File: config.mk
export PLATFORM = sky130hd
export DESIGN_NAME = wrhp_ctrl
export DESIGN_NICKNAME = d
export VERILOG_FILES = /design/src/rtl/wrhp_pkg.sv /design/src/rtl/wrhp_ctrl.sv
export SDC_FILE = /design/constraint.sdc
export NUM_CORES = 1
export LEC_CHECK = 0
export BUFFER_PORTS_ARGS = -buffer_cell sky130_fd_sc_hd__buf_2
export CORE_MARGIN = 3
export CORE_UTILIZATION = 35
export CTS_CLUSTER_SIZE = 12
export DETAILED_ROUTE_END_ITERATION = 7
export REMOVE_ABC_BUFFERS = 1
export SYNTH_ARGS = -nofsm -noshare
export SYNTH_HDL_FRONTEND = slang
export SYNTH_SLANG_ARGS = --single-unit
File: constraint.sdc
create_clock -name clk_i -period 2.1 [get_ports clk_i]
set_input_delay 0.105 -clock clk_i [delete_from_list [all_inputs] [get_ports clk_i]]
set_output_delay 0.105 -clock clk_i [all_outputs]
set_load 0.005 [all_outputs]
File: src/rtl/wrhp_pkg.sv
package wrhp_pkg;

  // chunk ids as they sit little-endian in the tag register
  localparam logic [31:0] TagFmt  = 32'h20746D66;
  localparam logic [31:0] TagData = 32'h61746164;

  localparam int unsigned HdrLen    = 12;
  localparam int unsigned FmtCapLen = 16;
  localparam int unsigned MsPerSec  = 1000;

  // dividend width of the shared divider: 32-bit length times 1000
  localparam int unsigned DivW    = 42;
  localparam int unsigned DivCntW = $clog2(DivW);

  localparam logic [30:0] DurMax = 31'h7FFF_FFFF;

  localparam int unsigned OutW = 176;

  typedef enum logic [3:0] {
    PH_HEADER,
    PH_CHDR,
    PH_FMT,
    PH_SKIP,
    PH_DONE,
    PH_DUR_GO,
    PH_DUR_WAIT,
    PH_FRM_GO,
    PH_FRM_WAIT
  } phase_e;

  typedef enum logic [1:0] {
    ST_OK      = 2'd0,
    ST_NO_DATA = 2'd1,
    ST_NO_FMT  = 2'd2,
    ST_ZERO_DIV = 2'd3
  } status_e;

  typedef enum logic [2:0] {
    CNT_HOLD,
    CNT_CLEAR,
    CNT_INC,
    CNT_DEC,
    CNT_LOAD_CHDR,
    CNT_LOAD_FMT
  } cnt_op_e;

  typedef struct packed {
    logic    restart;
    logic    chdr_wr;
    logic    fmt_wr;
    logic    set_fmt_seen;
    cnt_op_e cnt_op;
    logic    emit_data;
    logic    emit_nodata;
    logic    out_set;
    logic    div_start;
    logic    div_frm;
    logic    wr_dur;
    logic    wr_frame;
  } cmd_t;

  typedef struct packed {
    logic hdr_last;
    logic chdr_last;
    logic tag_data;
    logic tag_fmt;
    logic len_ge16;
    logic len_zero;
    logic fmt_last;
    logic fmt_rem_zero;
    logic skip_last;
    logic div_ok;
    logic out_free;
    logic div_done;
  } stat_t;

endpackage

File: src/rtl/wrhp_ctrl.sv
module wrhp_ctrl (
  input  logic             clk_i,
  input  logic             rst_ni,
  input  logic             in_valid_i,
  input  logic             in_first_i,
  input  logic             in_last_i,
  output logic             in_ready_o,
  input  wrhp_pkg::stat_t  stat_i,
  output wrhp_pkg::cmd_t   cmd_o
);

  wrhp_pkg::phase_e state_q, state_d, phase;
  logic accept;
  logic emitted;
  logic parsing;

  assign parsing = (state_q == wrhp_pkg::PH_HEADER) || (state_q == wrhp_pkg::PH_CHDR) ||
                   (state_q == wrhp_pkg::PH_FMT) || (state_q == wrhp_pkg::PH_SKIP) ||
                   (state_q == wrhp_pkg::PH_DONE);
  assign in_ready_o = parsing && stat_i.out_free;
  assign accept     = in_valid_i && in_ready_o;

  always_ff @(posedge clk_i or negedge rst_ni) begin
    if (!rst_ni) begin
      state_q <= wrhp_pkg::PH_HEADER;
    end else begin
      state_q <= state_d;
    end
  end

  always_comb begin
    state_d = state_q;
    cmd_o   = '0;
    emitted = 1'b0;
    phase   = in_first_i ? wrhp_pkg::PH_HEADER : state_q;
    if (accept) begin
      cmd_o.restart = in_first_i;
      unique case (phase)
        wrhp_pkg::PH_HEADER: begin
          if (stat_i.hdr_last) begin
            cmd_o.cnt_op = wrhp_pkg::CNT_CLEAR;
            state_d      = wrhp_pkg::PH_CHDR;
          end else begin
            cmd_o.cnt_op = wrhp_pkg::CNT_INC;
            state_d      = wrhp_pkg::PH_HEADER;
          end
        end
        wrhp_pkg::PH_CHDR: begin
          cmd_o.chdr_wr = 1'b1;
          if (!stat_i.chdr_last) begin
            cmd_o.cnt_op = wrhp_pkg::CNT_INC;
          end else if (stat_i.tag_data) begin
            cmd_o.emit_data = 1'b1;
            cmd_o.cnt_op    = wrhp_pkg::CNT_CLEAR;
            emitted         = 1'b1;
            if (stat_i.div_ok) begin
              state_d = wrhp_pkg::PH_DUR_GO;
            end else begin
              cmd_o.out_set = 1'b1;
              state_d       = wrhp_pkg::PH_DONE;
            end
          end else if (stat_i.tag_fmt && stat_i.len_ge16) begin
            cmd_o.cnt_op = wrhp_pkg::CNT_CLEAR;
            state_d      = wrhp_pkg::PH_FMT;
          end else begin
            cmd_o.cnt_op = wrhp_pkg::CNT_LOAD_CHDR;
            state_d      = stat_i.len_zero ? wrhp_pkg::PH_CHDR : wrhp_pkg::PH_SKIP;
          end
        end
        wrhp_pkg::PH_FMT: begin
          cmd_o.fmt_wr = 1'b1;
          if (stat_i.fmt_last) begin
            cmd_o.set_fmt_seen = 1'b1;
            cmd_o.cnt_op       = wrhp_pkg::CNT_LOAD_FMT;
            state_d = stat_i.fmt_rem_zero ? wrhp_pkg::PH_CHDR : wrhp_pkg::PH_SKIP;
          end else begin
            cmd_o.cnt_op = wrhp_pkg::CNT_INC;
          end
        end
        wrhp_pkg::PH_SKIP: begin
          cmd_o.cnt_op = wrhp_pkg::CNT_DEC;
          if (stat_i.skip_last) begin
            state_d = wrhp_pkg::PH_CHDR;
          end
        end
        default: begin
          state_d = state_q;
        end
      endcase
      // end of file while still walking chunks
      if (in_last_i && !emitted &&
          (state_d == wrhp_pkg::PH_HEADER || state_d == wrhp_pkg::PH_CHDR ||
           state_d == wrhp_pkg::PH_FMT || state_d == wrhp_pkg::PH_SKIP)) begin
        cmd_o.emit_nodata = 1'b1;
        cmd_o.out_set     = 1'b1;
        cmd_o.cnt_op      = wrhp_pkg::CNT_CLEAR;
        state_d           = wrhp_pkg::PH_DONE;
      end
    end else begin
      unique case (state_q)
        wrhp_pkg::PH_DUR_GO: begin
          cmd_o.div_start = 1'b1;
          state_d         = wrhp_pkg::PH_DUR_WAIT;
        end
        wrhp_pkg::PH_DUR_WAIT: begin
          if (stat_i.div_done) begin
            cmd_o.wr_dur = 1'b1;
            state_d      = wrhp_pkg::PH_FRM_GO;
          end
        end
        wrhp_pkg::PH_FRM_GO: begin
          cmd_o.div_start = 1'b1;
          cmd_o.div_frm   = 1'b1;
          state_d         = wrhp_pkg::PH_FRM_WAIT;
        end
        wrhp_pkg::PH_FRM_WAIT: begin
          cmd_o.div_frm = 1'b1;
          if (stat_i.div_done) begin
            cmd_o.wr_frame = 1'b1;
            cmd_o.out_set  = 1'b1;
            state_d        = wrhp_pkg::PH_DONE;
          end
        end
        default: begin
          state_d = state_q;
        end
      endcase
    end
  end

  a_done_in_wait: assert property (@(posedge clk_i) disable iff (!rst_ni)
    stat_i.div_done |-> (state_q == wrhp_pkg::PH_DUR_WAIT ||
                         state_q == wrhp_pkg::PH_FRM_WAIT))
    else $error("divider finished outside a wait state");

  a_div_then_wait: assert property (@(posedge clk_i) disable iff (!rst_ni)
    (state_q == wrhp_pkg::PH_DUR_GO) |=> (state_q == wrhp_pkg::PH_DUR_WAIT))
    else $error("duration division not started");

endmodule

* Word-level counts from Yosys, hierarchy flattened
Index checks and enable logic that the tools add are counted. Widths: inputs -> output; s select.
Operators by class: equal/unequal tests 16, muxes and demuxes 44, reductions and logical operators 20
Operator list (number):
- $mux 4 | 11
- $pmux 4 s4 | 2
- $eq 4x2->1 const B | 6
- $mux 1 | 18
- $eq 4x3->1 const B | 4
- $mux 3 | 5
- $eq 4x1->1 const B | 3
- $logic_not 4->1 | 3
- $mux 2 | 6
- $pmux 3 s4 | 1
- $mux 9 | 1
- $logic_or 1x1->1 | 7
- $ne 3x3->1 const B | 2
- $logic_and 1x1->1 | 5
- $reduce_bool 5->1 | 1
- $eq 4x4->1 const B | 1
- $reduce_or 2->1 | 2
- $reduce_and 3->1 | 1
- $logic_not 1->1 | 1
Word-level totals: register bits 4, output and inout bits 15

* Depth between registers and ports, before layout
depth in word-level cells 15, gate-level depth with buffers 6, mapped depth without buffers 5

* Worst setup path after synthesis
Ideal clock, no wire load.
path type register -> output, from register state_q[2], to output cmd_o[4] (netlist bit), arrival 1.436 ns, data required time 1.995 ns, slack 0.559 ns, cell stages (with the launch flop) 7, cells stage by stage dfrtp_1 > buf_4 > nor3_4 > nand4_2 > nand2_2 > nor2_1 > or3_1
RTL lines:
- start, declared | RTL line wrhp_ctrl.sv:12 | wrhp_pkg::phase_e state_q, state_d, phase;
- start signal, assigned | RTL line wrhp_ctrl.sv:25 | state_q <= wrhp_pkg::PH_HEADER;
- start signal, assigned | RTL line wrhp_ctrl.sv:27 | state_q <= state_d;
- end, declared | RTL line wrhp_ctrl.sv:9 | output wrhp_pkg::cmd_t cmd_o

==> impl.org <==
** Outcome
- Status :: finished clean

** Cells and area
- Biggest registers after layout :: state_q: 4 flops
- Number of antenna repair diodes :: 0
- The register with the most flip-flops in the layout has 4 of them.
- Proportion of layout cells with a drive suffix above 1 :: between 40% and 50%
- Ranked by flip-flop count, first place goes to state_q.
- Layout overhead on the synthesized area :: 43.9%
- Total Nets Final :: approximately 160
- Excluding fillers, the count of instances in the completed layout stands at 161.

** Min path
- The min-delay analysis places its worst path in the category in -> async.

** Timing
- Hold timing on the final database bottoms out at a slack of 0.210 ns.
- Endpoints failing hold :: 0
- Transition time at the pin with the least slew margin :: 0.397 ns
- Measured against its own limit, the worst slew margin works out to 73.2%.
- Setup violations remaining at the end of the flow were counted as 0.
- Share of the cycle needed by the critical path after routing :: 92.6%
- Summed over all failing endpoints, the final setup total negative slack is 0 ns.
- Clock tree skew after final layout :: 0.00781 ns
- Post-route minimum period :: ~2 ns
- F_max :: 0.514 GHz
- The final count of pins violating max slew is 0.
- Setup repair after global routing left no endpoint under its margin.

** Placed design
- Buffers added on ports :: 31
- Final weighted congestion in routability-driven placement :: 0.859
- Placed Cells :: 150
- Once detailed placement completed, the half-perimeter wirelength came to 1590 um.

** Routing
- Total number of vias :: 928
- Drt total wl :: 2260 um
- Using the TritonRoute via totals, the vias-per-cell ratio works out to 5.76.
- The pre-antenna-repair detailed-routing pass consisted of 4 iterations.
- Antenna-violating nets left :: 0
- In this run, the number of DRC markers left after iteration 0 of detailed routing was 28.
- Average detailed-routed wire length per instance :: 14.0 um
- Drc violations :: 0

** Worst setup path
- Counting cells, the worst reg-to-reg path comes to 6.
- Critical Path Start Type :: flop
- Data on the critical path arrives at its endpoint at 1.84 ns.
- Largest fanout of any net on the critical path :: 13
- Worst Path Class, Setup :: reg -> out
- Required arrival time at the worst endpoint :: 2.00 ns
- Kind of capture point of the worst setup path :: output pin

** Floorplan
- Row Count :: 14
- Core Footprint :: 1630 um^2
- For this design the top-level I/O count stands at 32.
- The floorplan step defined a die boundary enclosing ~2400 um^2.
- Height of the die :: 49.2 um
- Starting Density :: 40.1%
- The floorplan step set the die width to 49.2 um.

** Synth
- Synthesis handed over a netlist of between 90 and 100 instances.
- By area the synthesized netlist is led by dfrtp_1, a21oi_1, o21ai_0.
- Synthesized cell area :: 653 um^2
- In this run, synthesis inferred 0 flip-flops with an integrated enable.
- Share of async-settable or async-resettable flops after synthesis :: 100%
- The most used flip-flop cell after synthesis is dfrtp_1.
- Average cell area after synthesis :: 6.73 um^2
- Fraction of post-synthesis cell area in the top cell type by area :: 15.3%
- YS warnings :: 0
- Counting flops and latches in the post-synthesis netlist gives 4.
- Sequential cells were found to cover 15.3% of the synthesized design area.
- Of all cell types, the one taking the most synthesized area is dfrtp_1.
- Count of cell types in the netlist :: 42

** GRT
- Pin count of the biggest net entering global routing :: 17
- In the global route stage, met2 resource usage came out at 25.0%.
- Global routing used 16.7% of the available tracks across all layers.
- For this run the aggregate overflow at the end of global routing stands at 0.
- For met1 alone, demand over resource in global routing was between 20% and 30%.
- The via count of the first global-routing pass came to 781.
- The first global-routing pass estimated between 3000 and 4000 um of wire.
- For met3 alone, demand over resource in global routing was 5.50%.
- met2 is the most crowded layer.
- Number of antenna violations at the first check in global routing :: 0

** CTS
- Clock network latency to the later pin of the worst-skew pair :: approximately 0.24 ns
- Counting every sink on the clock net gives 4.
- CTS built an H-tree with a depth of 1.
- Post-CTS clock slew at the launch and capture registers of the worst setup and hold paths :: 0.04 ns
- The root buffer cell chosen for the clock tree is clkbuf_4.
- The clock passes through at most 2 buffers.
- TritonCTS built the clock tree.
- Clock tree synthesis inserted a total of 3 buffers.

** Power
- IR analysis of the VDD net gives a maximum drop of 0.000814 V.
- Power density normalized to cell area :: roughly 1000 nW/um^2
- Pleak :: 0.443 nW

** Flow run
- The tool flagged a number of max-cap violations equal to 0.
-- cell type report --
| cell class | count | area [um^2] |
|---|---|---|
| inverter | 4 | 15.0 |
| clock buffer | 3 | 22.5 |
| multi-input combinational | 84 | 527 |
| sequential | 4 | 105 |
| tap | 24 | 30.0 |
| timing repair buffer | 42 | 240 |
| fill | 168 | 689 |
-- routing by layer --
| metal | part of all wire, % | wire, um | vias up |
|---|---|---|---|
| li1 | - | - | 451 |
| met1 | 45 | 1020 | 434 |
| met2 | 47 | 1050 | 43 |
| met3 | 8.3 | 188 | 0 |
| met4 | 0 | 0 | 0 |
| met5 | 0 | 0 | - |
-- report_power, final --
group / switching, mW / leakage, nW / internal [mW]
Combinational: 0.334 / 0.384 / 0.314
Clock: 0.0321 / 0.0138 / 0.0639
Sequential: 0.0937 / 0.0453 / 0.116
Total: 0.460 / 0.443 / 0.494
-- path summary, 6_finish.rpt --
kind | slack, ns | startpoint | to
setup / recovery | 0.15 | state_q[3] | cmd_o[4]
hold / removal | 0.21 | rst_ni | state_q[0]
setup reg to reg | 0.33 | state_q[1] | state_q[0]
hold reg to reg | 0.70 | state_q[3] | state_q[3]
max in group asynchronous | 1.74 | rst_ni | state_q[3]
min in group clk_i | 0.26 | in_last_i | state_q[2]
-- cell usage after synthesis, types with 2 or more instances --
library cell	count
nor3_1	2
inv_1	3
a21oi_1	9
nor2_1	11
dfrtp_1	4
a31oi_1	3
and2_1	3
o21ai_0	9
nor2b_1	4
clkbuf_1	3
buf_4	2
nor4_1	2
nand2_1	6
nand3_1	5
o21ai_1	2
and3_1	3
-- metrics by stage --
stage / cell area [um^2] / setup WS, ns / power [mW] / utilization [%]
finish: 940 / 0.155 / 0.954 / 57.7
global route: 940 / 0.0185 / 1.03 / 57.7
CTS: 868 / 0.00103 / 0.828 / 53.3
detailed placement: 835 / 0.213 / 0.721 / 51.2
global placement: 835 / 0.230 / 0.738 / 51.2
floorplan: 627 / 0.366 / 0.528 / -
-- logic make-up (layout without fill, tap and decap cells) --
logic type / Yosys count / in the layout / synth area share, %
flops: 4 / 4 / 15.3
mux: 1 / 1 / 1.53
xor+xnor: 1 / 1 / 1.34
simple gates: 47 / 47 / 41.2
buf+inv: 9 / 49 / 6.32
compound gates: 35 / 35 / 34.3
-- placed cells by master, fill, tap and decap left out, types with 2 or more instances in the layout --
cell      instances
buf_2            31
clkbuf_4          3
o21ai_0           9
a31oi_1           3
buf_4            10
nor2_1           11
nor2b_1           3
dfrtp_2           4
inv_1             3
nor3_1            2
nor4_1            2
a21oi_1           9
nand3_1           5
and2_1            3
nand2_1           6
and3_1            3
-- worst max-delay path, stage by stage (launching register included) --
cell     delay [ns]
dfrtp_2        0.49
nor3_4         0.28
nand4_4        0.16
nand2_2        0.12
nor2_1         0.06
or3_1          0.36
buf_2          0.13
-- repair_timing --
action | 4_1_cts | 5_1_grt
buffers inserted | 0 | 7
hold buffers | 1 | 0
resized for setup | 1 | 6
setup endpoints to repair | 1 | 1
endpoints found under the hold margin | 4 | 0
pin swaps | 1 | 1
Power figures use the tool's default switching activity.
