File: src/rtl/wrhp_pkg.sv
package wrhp_pkg;

  // chunk ids as they sit little-endian in the tag register
  localparam logic [31:0] TagFmt  = 32'h20746D66;
  localparam logic [31:0] TagData = 32'h61746164;

  localparam int unsigned HdrLen    = 12;
  localparam int unsigned FmtCapLen = 16;
  localparam int unsigned MsPerSec  = 1000;

  // dividend width of the shared divider: 32-bit length times 1000
  localparam int unsigned DivW    = 42;
  localparam int unsigned DivCntW = $clog2(DivW);

  localparam logic [30:0] DurMax = 31'h7FFF_FFFF;

  localparam int unsigned OutW = 176;

  typedef enum logic [3:0] {
    PH_HEADER,
    PH_CHDR,
    PH_FMT,
    PH_SKIP,
    PH_DONE,
    PH_DUR_GO,
    PH_DUR_WAIT,
    PH_FRM_GO,
    PH_FRM_WAIT
  } phase_e;

  typedef enum logic [1:0] {
    ST_OK      = 2'd0,
    ST_NO_DATA = 2'd1,
    ST_NO_FMT  = 2'd2,
    ST_ZERO_DIV = 2'd3
  } status_e;

  typedef enum logic [2:0] {
    CNT_HOLD,
    CNT_CLEAR,
    CNT_INC,
    CNT_DEC,
    CNT_LOAD_CHDR,
    CNT_LOAD_FMT
  } cnt_op_e;

  typedef struct packed {
    logic    restart;
    logic    chdr_wr;
    logic    fmt_wr;
    logic    set_fmt_seen;
    cnt_op_e cnt_op;
    logic    emit_data;
    logic    emit_nodata;
    logic    out_set;
    logic    div_start;
    logic    div_frm;
    logic    wr_dur;
    logic    wr_frame;
  } cmd_t;

  typedef struct packed {
    logic hdr_last;
    logic chdr_last;
    logic tag_data;
    logic tag_fmt;
    logic len_ge16;
    logic len_zero;
    logic fmt_last;
    logic fmt_rem_zero;
    logic skip_last;
    logic div_ok;
    logic out_free;
    logic div_done;
  } stat_t;

endpackage

File: src/rtl/wrhp_div.sv
module wrhp_div (
  input  logic                        clk_i,
  input  logic                        rst_ni,
  input  logic                        start_i,
  input  logic [wrhp_pkg::DivW-1:0]   dividend_i,
  input  logic [31:0]                 divisor_i,
  output logic                        done_o,
  output logic [wrhp_pkg::DivW-1:0]   quot_o
);

  logic [wrhp_pkg::DivW-1:0]    quo_q, quo_d;
  logic [31:0]                  rem_q, rem_d;
  logic [31:0]                  dvs_q, dvs_d;
  logic [wrhp_pkg::DivCntW-1:0] cnt_q, cnt_d;
  logic                         busy_q, busy_d;
  logic                         done_q, done_d;
  logic [32:0]                  rem_sh;
  logic [32:0]                  rem_diff;
  logic                         fits;

  // restoring division, one quotient bit per cycle
  always_comb begin
    rem_sh   = {rem_q, quo_q[wrhp_pkg::DivW-1]};
    rem_diff = rem_sh - {1'b0, dvs_q};
    fits     = (rem_sh >= {1'b0, dvs_q});
    quo_d    = quo_q;
    rem_d    = rem_q;
    dvs_d    = dvs_q;
    cnt_d    = cnt_q;
    busy_d   = busy_q;
    done_d   = 1'b0;
    if (start_i) begin
      quo_d  = dividend_i;
      rem_d  = '0;
      dvs_d  = divisor_i;
      cnt_d  = '0;
      busy_d = 1'b1;
    end else if (busy_q) begin
      quo_d = {quo_q[wrhp_pkg::DivW-2:0], fits};
      rem_d = fits ? rem_diff[31:0] : rem_sh[31:0];
      cnt_d = cnt_q + 1'b1;
      if (cnt_q == wrhp_pkg::DivCntW'(wrhp_pkg::DivW - 1)) begin
        busy_d = 1'b0;
        done_d = 1'b1;
      end
    end
  end

  always_ff @(posedge clk_i or negedge rst_ni) begin
    if (!rst_ni) begin
      busy_q <= 1'b0;
      done_q <= 1'b0;
      cnt_q  <= '0;
    end else begin
      busy_q <= busy_d;
      done_q <= done_d;
      cnt_q  <= cnt_d;
    end
  end

  always_ff @(posedge clk_i) begin
    quo_q <= quo_d;
    rem_q <= rem_d;
    dvs_q <= dvs_d;
  end

  assign done_o = done_q;
  assign quot_o = quo_q;

  a_no_start_busy: assert property (@(posedge clk_i) disable iff (!rst_ni)
    start_i |-> !busy_q)
    else $error("divider restarted while busy");

endmodule

File: src/rtl/wrhp_dp.sv
module wrhp_dp (
  input  logic                         clk_i,
  input  logic                         rst_ni,
  input  logic [7:0]                   byte_i,
  input  wrhp_pkg::cmd_t               cmd_i,
  input  logic                         out_ready_i,
  output wrhp_pkg::stat_t              stat_o,
  output logic                         out_valid_o,
  output logic [wrhp_pkg::OutW-1:0]    out_data_o
);

  logic [31:0] cnt_q, cnt_d, cnt_eff;
  logic [31:0] tag_q, len_q;
  logic [31:0] len_full;
  logic [15:0] chan_q;
  logic [31:0] rate_q, brate_q;
  logic        fmt_seen_q;
  logic        out_valid_q;

  wrhp_pkg::status_e ost_q;
  logic [31:0] orate_q, obrate_q, olen_q;
  logic [15:0] ochan_q;
  logic [30:0] odur_q, ofrm_q;

  logic [wrhp_pkg::DivW-1:0] dividend;
  logic [31:0]               divisor;
  logic [wrhp_pkg::DivW-1:0] quot;
  logic                      div_done;
  logic [2:0]                hidx;
  logic [3:0]                fidx;

  assign cnt_eff  = cmd_i.restart ? '0 : cnt_q;
  assign len_full = {byte_i, len_q[23:0]};
  assign hidx     = cnt_q[2:0];
  assign fidx     = cnt_q[3:0];

  always_comb begin
    stat_o.hdr_last     = (cnt_eff == 32'(wrhp_pkg::HdrLen - 1));
    stat_o.chdr_last    = (hidx == 3'd7);
    stat_o.tag_data     = (tag_q == wrhp_pkg::TagData);
    stat_o.tag_fmt      = (tag_q == wrhp_pkg::TagFmt);
    stat_o.len_ge16     = (len_full >= 32'(wrhp_pkg::FmtCapLen));
    stat_o.len_zero     = (len_full == '0);
    stat_o.fmt_last     = (fidx == 4'(wrhp_pkg::FmtCapLen - 1));
    stat_o.fmt_rem_zero = (len_q == 32'(wrhp_pkg::FmtCapLen));
    stat_o.skip_last    = (cnt_q == 32'd1);
    stat_o.div_ok       = fmt_seen_q && (chan_q != '0) && (brate_q != '0);
    stat_o.out_free     = !out_valid_q || out_ready_i;
    stat_o.div_done     = div_done;
  end

  always_comb begin
    unique case (cmd_i.cnt_op)
      wrhp_pkg::CNT_HOLD:      cnt_d = cnt_q;
      wrhp_pkg::CNT_CLEAR:     cnt_d = '0;
      wrhp_pkg::CNT_INC:       cnt_d = cnt_eff + 32'd1;
      wrhp_pkg::CNT_DEC:       cnt_d = cnt_q - 32'd1;
      wrhp_pkg::CNT_LOAD_CHDR: cnt_d = len_full;
      wrhp_pkg::CNT_LOAD_FMT:  cnt_d = len_q - 32'(wrhp_pkg::FmtCapLen);
      default:                 cnt_d = cnt_q;
    endcase
  end

  always_ff @(posedge clk_i or negedge rst_ni) begin
    if (!rst_ni) begin
      cnt_q       <= '0;
      fmt_seen_q  <= 1'b0;
      out_valid_q <= 1'b0;
    end else begin
      cnt_q <= cnt_d;
      if (cmd_i.restart) begin
        fmt_seen_q <= 1'b0;
      end else if (cmd_i.set_fmt_seen) begin
        fmt_seen_q <= 1'b1;
      end
      if (cmd_i.out_set) begin
        out_valid_q <= 1'b1;
      end else if (out_ready_i) begin
        out_valid_q <= 1'b0;
      end
    end
  end

  // chunk header and format capture, one byte lane per word
  always_ff @(posedge clk_i) begin
    if (cmd_i.chdr_wr) begin
      if (!hidx[2]) begin
        tag_q[8*hidx[1:0] +: 8] <= byte_i;
      end else begin
        len_q[8*hidx[1:0] +: 8] <= byte_i;
      end
    end
    if (cmd_i.fmt_wr) begin
      if (fidx == 4'd2 || fidx == 4'd3) begin
        chan_q[8*fidx[0] +: 8] <= byte_i;
      end else if (fidx[3:2] == 2'd1) begin
        rate_q[8*fidx[1:0] +: 8] <= byte_i;
      end else if (fidx[3:2] == 2'd2) begin
        brate_q[8*fidx[1:0] +: 8] <= byte_i;
      end
    end
  end

  // result register
  always_ff @(posedge clk_i) begin
    if (cmd_i.emit_nodata) begin
      ost_q    <= wrhp_pkg::ST_NO_DATA;
      orate_q  <= '0;
      ochan_q  <= '0;
      obrate_q <= '0;
      olen_q   <= '0;
      odur_q   <= '0;
      ofrm_q   <= '0;
    end else if (cmd_i.emit_data) begin
      if (!fmt_seen_q) begin
        ost_q <= wrhp_pkg::ST_NO_FMT;
      end else if (!stat_o.div_ok) begin
        ost_q <= wrhp_pkg::ST_ZERO_DIV;
      end else begin
        ost_q <= wrhp_pkg::ST_OK;
      end
      orate_q  <= fmt_seen_q ? rate_q : '0;
      ochan_q  <= fmt_seen_q ? chan_q : '0;
      obrate_q <= fmt_seen_q ? brate_q : '0;
      olen_q   <= len_full;
      odur_q   <= '0;
      ofrm_q   <= '0;
    end
    if (cmd_i.wr_dur) begin
      odur_q <= (|quot[wrhp_pkg::DivW-1:31]) ? wrhp_pkg::DurMax : quot[30:0];
    end
    if (cmd_i.wr_frame) begin
      ofrm_q <= quot[30:0];
    end
  end

  always_comb begin
    if (cmd_i.div_frm) begin
      dividend = wrhp_pkg::DivW'(len_q);
      divisor  = {15'd0, chan_q, 1'b0};
    end else begin
      dividend = wrhp_pkg::DivW'(len_q) * wrhp_pkg::DivW'(wrhp_pkg::MsPerSec);
      divisor  = brate_q;
    end
  end

  wrhp_div u_div (
    .clk_i      (clk_i),
    .rst_ni     (rst_ni),
    .start_i    (cmd_i.div_start),
    .dividend_i (dividend),
    .divisor_i  (divisor),
    .done_o     (div_done),
    .quot_o     (quot)
  );

  assign out_valid_o = out_valid_q;
  assign out_data_o  = {ofrm_q, odur_q, olen_q, obrate_q, ochan_q, orate_q, ost_q};

  a_no_overwrite: assert property (@(posedge clk_i) disable iff (!rst_ni)
    cmd_i.out_set |-> (!out_valid_q || out_ready_i))
    else $error("result register overwritten before it was taken");

endmodule

File: config.mk
export PLATFORM = sky130hd
export DESIGN_NAME = wrhp_dp
export DESIGN_NICKNAME = d
export VERILOG_FILES = /design/src/rtl/wrhp_pkg.sv /design/src/rtl/wrhp_div.sv /design/src/rtl/wrhp_dp.sv
export SDC_FILE = /design/constraint.sdc
export NUM_CORES = 1
export LEC_CHECK = 0
export ABC_AREA = 1
export BUFFER_PORTS_ARGS = -buffer_cell sky130_fd_sc_hd__buf_2
export CORE_UTILIZATION = 50
export CTS_CLUSTER_DIAMETER = 40
export CTS_CLUSTER_SIZE = 25
export DETAILED_ROUTE_END_ITERATION = 8
export GPL_ROUTABILITY_DRIVEN = 0
export PLACE_DENSITY = 0.74
export REMOVE_ABC_BUFFERS = 1
export SKIP_CTS_REPAIR_TIMING = 1
export SLEW_MARGIN = 20
export SYNTH_ARGS = -nofsm -noshare
export SYNTH_HDL_FRONTEND = slang
export SYNTH_SLANG_ARGS = --single-unit
File: constraint.sdc
create_clock -name clk_i -period 12.2 [get_ports clk_i]
set_input_delay 3.05 -clock clk_i [delete_from_list [all_inputs] [get_ports clk_i]]
set_output_delay 3.05 -clock clk_i [all_outputs]
set_load 0.02 [all_outputs]
# ---- After elaboration in Yosys (flattened, before gate mapping)
# Cells that the tools add are included.
# Widths: inputs -> output; s select.
dict set report totals {
  regBits 468
  latch_bits 0
  ram_bits 0
  rom_bits 0
  inputBits 25
  out_inout_bits 189
  wordCells 110
  n_memories 0
}
dict set report classes {
  addsub 7
  mul 1
  n_div 0
  magnitude_cmp 2
  n_eq_ne 17
  shifts 4
  muxes 34
  bitwise_logic 3
  n_reduce_logical 20
}
# cell n
set ops {}
lappend ops {{$pmux 32 s5} 1}
lappend ops {{$mux 31} 5}
lappend ops {{$bwmux 32} 4}
lappend ops {{$mux 32} 4}
lappend ops {{$mux 42} 3}
lappend ops {{$mul 32x7->39 const B} 1}
lappend ops {{$neg 4->34} 1}
lappend ops {{$neg 5->34} 1}
lappend ops {{$shift 8x34->16 const A} 1}
lappend ops {{$shift 8x34->32 const A} 1}
lappend ops {{$shiftx 8x34->16} 1}
lappend ops {{$shiftx 8x34->32} 1}
lappend ops {{$ge 33x32->1} 1}
lappend ops {{$add 32x1->32 const B} 1}
lappend ops {{$eq 32x1->1 const B} 1}
lappend ops {{$eq 32x30->1 const B} 1}
lappend ops {{$eq 32x31->1 const B} 1}
lappend ops {{$eq 32x4->1 const B} 1}
lappend ops {{$eq 32x5->1 const B} 1}
lappend ops {{$ge 32x5->1 const B} 1}
lappend ops {{$logic_not 32->1} 1}
lappend ops {{$reduce_bool 32->1} 1}
lappend ops {{$sub 32x1->32 const B} 1}
lappend ops {{$sub 32x32->32} 1}
lappend ops {{28 further kinds} 52}

# ---- Longest topological paths before layout
dict set report logic_depth {
  word_depth 5
  depth_mapped 19
}

# ---- Hierarchy
# From an unflattened synthesis, not the netlist that was laid out.
dict set report unflattened {
  hier_cells 3828
  hier_area_um2 30405.4
}
# mod instances cells_each area_per_inst_um2
set modules_own_cells {}
lappend modules_own_cells {wrhp_dp 1 2805 23174.7}
lappend modules_own_cells {wrhp_div 1 1023 7230.7}

# ---- Worst setup path before layout
# No wires, ideal clock.
dict set report synth_timing {
  path_kind {input-to-output}
  startpoint {input cmd_i[13] in the netlist's numbering}
  endpoint {output stat_o[11] in the netlist's numbering}
  arrival_ns 4.731
  path_slack_ns 4.419
  cell_stages 8
  path_buffers 2
  cell_sequence {buf_6 buf_8 nor2_1 ha_1 inv_1 nor4_1 nand4_1 nor4_1}
}
# element line
set synth_lines {}
lappend synth_lines {{start, declared} wrhp_dp.sv:5} ;# input wrhp_pkg::cmd_t cmd_i,
lappend synth_lines {{end, declared} wrhp_dp.sv:7} ;# output wrhp_pkg::stat_t stat_o,

==> run summary <==
The later pin in the worst-skew pair is clocked with a latency of 0.64 ns. The register with the most flip-flops in the layout has 42 of them. The run gives 0 as the yosys synthesis warning count. During placement, the flow inserted port buffers numbering 213. The clock slew seen by the registers of the worst setup and hold paths was 0.06 ns. In this run the critical register-to-register path is launched from len_q[5]$_DFFE_PP_. The sort of element at the start of the critical path was an input port.

The synthesized netlist occupies a cell area of 29700 um^2. Sequential cell fraction of total power: 32.0%. Max-cap violations in this run came to 0. The tools report the combinational group share of total power as 37.2%. Summed over its instances, the top area cell type makes up 28.3% of the synthesized netlist area. The tools report the synthesized instance count as 3600. The final cycle utilization of the critical path was 67.9%. TritonCTS built the clock tree. Dividing the synthesized area by the synthesized cell count gives 8.25 um^2. For this design the ratio of total power to cell area is 192 nW/um^2.

Setup repair after global routing left no endpoint under its margin. Using the TritonRoute via totals, the vias-per-cell ratio works out to 5.61. For the highest clock frequency the design can meet, the log shows 121 MHz.

For the number of standard-cell rows in the floorplan, the log shows 88. The run finished with clean final reports. For the pin with the worst max-slew slack, the measured transition is 1.23 ns. The synthesized design contains 468 register bits.

In this run the count of I/O pins placed on the die edge is 214. The pin count of the biggest net entering global routing came out at 66. The detail route stage leaves a number of antenna-violating nets equal to 0.

Worst min-delay path category: flip-flop to flip-flop. The floorplan step defined a die boundary enclosing 60400 um^2. Clock period minus worst slack: 8.28 ns. The number of synthesized flops with an enable pin is 280. The peak supply drop was 0.000110 V; the average wire per standard cell was 19.4 um. The routed layout has 25.9k vias.

The worst path meets setup with 3.92 ns of slack. The clock group share of total power is 30.8%. For this run, design rule violations remaining after detail routing come to 0. In this run the worst path has a maximum fanout of 32. For this block, the initial DRC count from the detailed router was 3209. Clock tree synthesis found a total of 468 sinks. In this run, distinct cell masters in the synthesized netlist total 55. Total count of hold-check failures in the final report: 0. Net switching is 40.2% of the power. The layout overhead on the synthesized area was 13.6%; the wire length of the first global-routing pass was 137000 um. The run gives 4107 as the layout net count. The completed layout was analyzed and its total power is 6.48 mW. The number of placed instances, taps included, is 4496. Vertical die dimension: 246 um.

The share of cells above drive strength 1 is 11.2%. Setup total negative slack on the finished layout was measured at 0 ns. In the post-synthesis netlist, the biggest area contributors are sky130_fd_sc_hd__edfxtp_1 (28%), sky130_fd_sc_hd__nand2_1 (11%), sky130_fd_sc_hd__dfxtp_1 (9.8%). The cell at the root of the clock tree is sky130_fd_sc_hd__clkbuf_16. The clock arrives with 0.0502 ns of skew. At the placement stage, the worst setup path has a slack of 3.99 ns. Once layout is complete, the cells apart from fillers number 4618. The diode insertion count for antenna repair is 0, and the endpoint arrival time on the critical path is 5.23 ns. The chip width works out to 246 um.

The setup path with the least slack is of type input port to primary output. Buffers inserted during clock tree synthesis total 66. For the total count of max-transition violations in the final report, the log shows 0.

The worst pin sits at a relative slew slack of 17.2%. For this configuration, the core starts out at a cell density of 51.0%. The sequential cell area fraction in the yosys report is 41.7%, and the maximum count of clock buffers along a single path is 3. The cell taking the most area after synthesis was sky130_fd_sc_hd__edfxtp_1.

The prevailing post-synth register cell is sky130_fd_sc_hd__edfxtp_1. The H-tree generated during clock tree synthesis spans 3 levels. The via count of the first global-routing pass was 24.3k. The worst setup path is captured at a primary output. The critical path required time came out at 9.15 ns. Internal power comes to 3.87 mW. The analysis attributes to net switching a power of 2.61 mW.

For the static leakage, the log shows 15.7 nW. In this run the worst setup path begins at cmd_i[13]. The share of async-settable or async-resettable flops after synthesis was 8.97%. For the sum of net half-perimeters after detailed placement, the log shows 68000 um. The core box area was 58200 um^2. The first detailed-routing pass ran for 6 iterations. The routed design has 89400 um of wire. In this run the most critical hold path is launched from obrate_q[0]$_SDFFE_PP0P_. The remaining global-route overflow was 0; the overall track demand over capacity in global routing was 29.6%. Setup violations remaining at the end of the flow were counted as 0.

The initial antenna violation count was 0.
==> power by group through the flow <==
| stage | Combinational [mW] | Clock (mW) | Sequential [mW] |
|---|---|---|---|
| 4_1_cts | 2.37 | 2.02 | 2.07 |
| 3_5_place_dp | 2.35 | 0 | 2.10 |
| 5_1_grt | 2.71 | 2.07 | 2.09 |
| 2_1_floorplan | 1.68 | 0 | 2.11 |
| 6_report | 2.41 | 1.99 | 2.07 |
| 3_3_place_gp | 2.32 | 0 | 2.10 |
==> final timing paths <==
path	to	slack [ns]	depth (start not counted)
min in group asynchronous	cnt_q[19]$_DFFE_PN0P_	2.55	2
max	stat_o[11]	3.92	8
max reg2reg	u_div.quot_o[35]$_DFFE_PP_	6.98	16
max in group asynchronous	u_div.cnt_q[1]$_DFFE_PN0P_	9.16	2
min reg2reg	obrate_q[0]$_SDFFE_PP0P_	0.45	2
min	obrate_q[0]$_SDFFE_PP0P_	0.45	2
==> area by class of cell <==
cell class | count | area (um^2)
clock inverters | 52 | 626
flip-flops and latches | 468 | 12400
fillers | 5106 | 24500
repair buffers | 230 | 1190
inverters | 610 | 2290
multi-input cells | 2423 | 14600
clock buffers | 70 | 1710
well taps | 765 | 957
==> per-stage QoR <==
step	instance area, um^2	util, %	hold slack, ns
floorplan	29200	-	0.440
global placement	31400	53.9	0.435
detailed placement	31400	53.9	0.440
CTS	33700	57.9	0.458
global route	33700	57.9	0.481
finish	33700	57.9	0.454
==> per-layer routing <==
metal | GRT usage, % | routed length [um]
met1 | 40.7 | 36900
met5 | 0 | 0
met2 | 45.0 | 39200
met3 | 6.57 | 9370
met4 | 12.3 | 3940
==> synth_stat cells (31+ instances only) <==
| cell | number |
|---|---|
| sky130_fd_sc_hd__nand2_1 | 888 |
| sky130_fd_sc_hd__dfrtp_1 | 42 |
| sky130_fd_sc_hd__a32o_1 | 40 |
| sky130_fd_sc_hd__nor2_1 | 307 |
| sky130_fd_sc_hd__fa_1 | 119 |
| sky130_fd_sc_hd__dfxtp_1 | 146 |
| sky130_fd_sc_hd__o21ai_0 | 235 |
| sky130_fd_sc_hd__a21oi_1 | 104 |
| sky130_fd_sc_hd__edfxtp_1 | 280 |
| sky130_fd_sc_hd__nand3_1 | 231 |
| sky130_fd_sc_hd__nand4_1 | 56 |
| sky130_fd_sc_hd__clkbuf_1 | 67 |
| sky130_fd_sc_hd__nor3_1 | 45 |
| sky130_fd_sc_hd__inv_1 | 601 |
| sky130_fd_sc_hd__nand3b_1 | 31 |
| sky130_fd_sc_hd__ha_1 | 164 |
==> placed cells by master (no fill, tap or decap), types with 17 or more instances in the layout <==
cell type and instances:
sky130_fd_sc_hd__nor2_1 303, sky130_fd_sc_hd__nand2_1 887, sky130_fd_sc_hd__nor2_2 23, sky130_fd_sc_hd__nand4_1 56, sky130_fd_sc_hd__dfrtp_1 42, sky130_fd_sc_hd__nand3_1 231, sky130_fd_sc_hd__o211ai_1 19, sky130_fd_sc_hd__o21ai_0 235
sky130_fd_sc_hd__nand3b_1 31, sky130_fd_sc_hd__a32o_1 40, sky130_fd_sc_hd__fa_1 119, sky130_fd_sc_hd__ha_1 164, sky130_fd_sc_hd__buf_2 213, sky130_fd_sc_hd__inv_1 600, sky130_fd_sc_hd__nor3_1 43, sky130_fd_sc_hd__a21oi_1 104
sky130_fd_sc_hd__inv_6 17, sky130_fd_sc_hd__clkbuf_16 68, sky130_fd_sc_hd__dfxtp_1 146, sky130_fd_sc_hd__edfxtp_1 280, sky130_fd_sc_hd__buf_4 17
==> critical path: stages <==
cell and delay [ns]:
sky130_fd_sc_hd__buf_2 0.71, sky130_fd_sc_hd__inv_2 0.33, sky130_fd_sc_hd__nand2_1 0.19, sky130_fd_sc_hd__inv_1 0.07
sky130_fd_sc_hd__nor4_1 0.25, sky130_fd_sc_hd__nand4_1 0.16, sky130_fd_sc_hd__nor4_1 0.23, sky130_fd_sc_hd__buf_2 0.23
==> kinds of logic (layout without fill, tap and decap cells) <==
logic type	count (synthesis)	count (layout)	share of synthesized area [%]
and+or+nand+nor	1650	1650	24.1
buffers and inverters	709	962	9.34
DFF	468	468	41.7
AOI/OAI and AO/OA	467	467	9.27
adders and majority gates	283	283	14.9
xor gates and xnor gates	23	23	0.678
(Power assumes the default switching activity.)
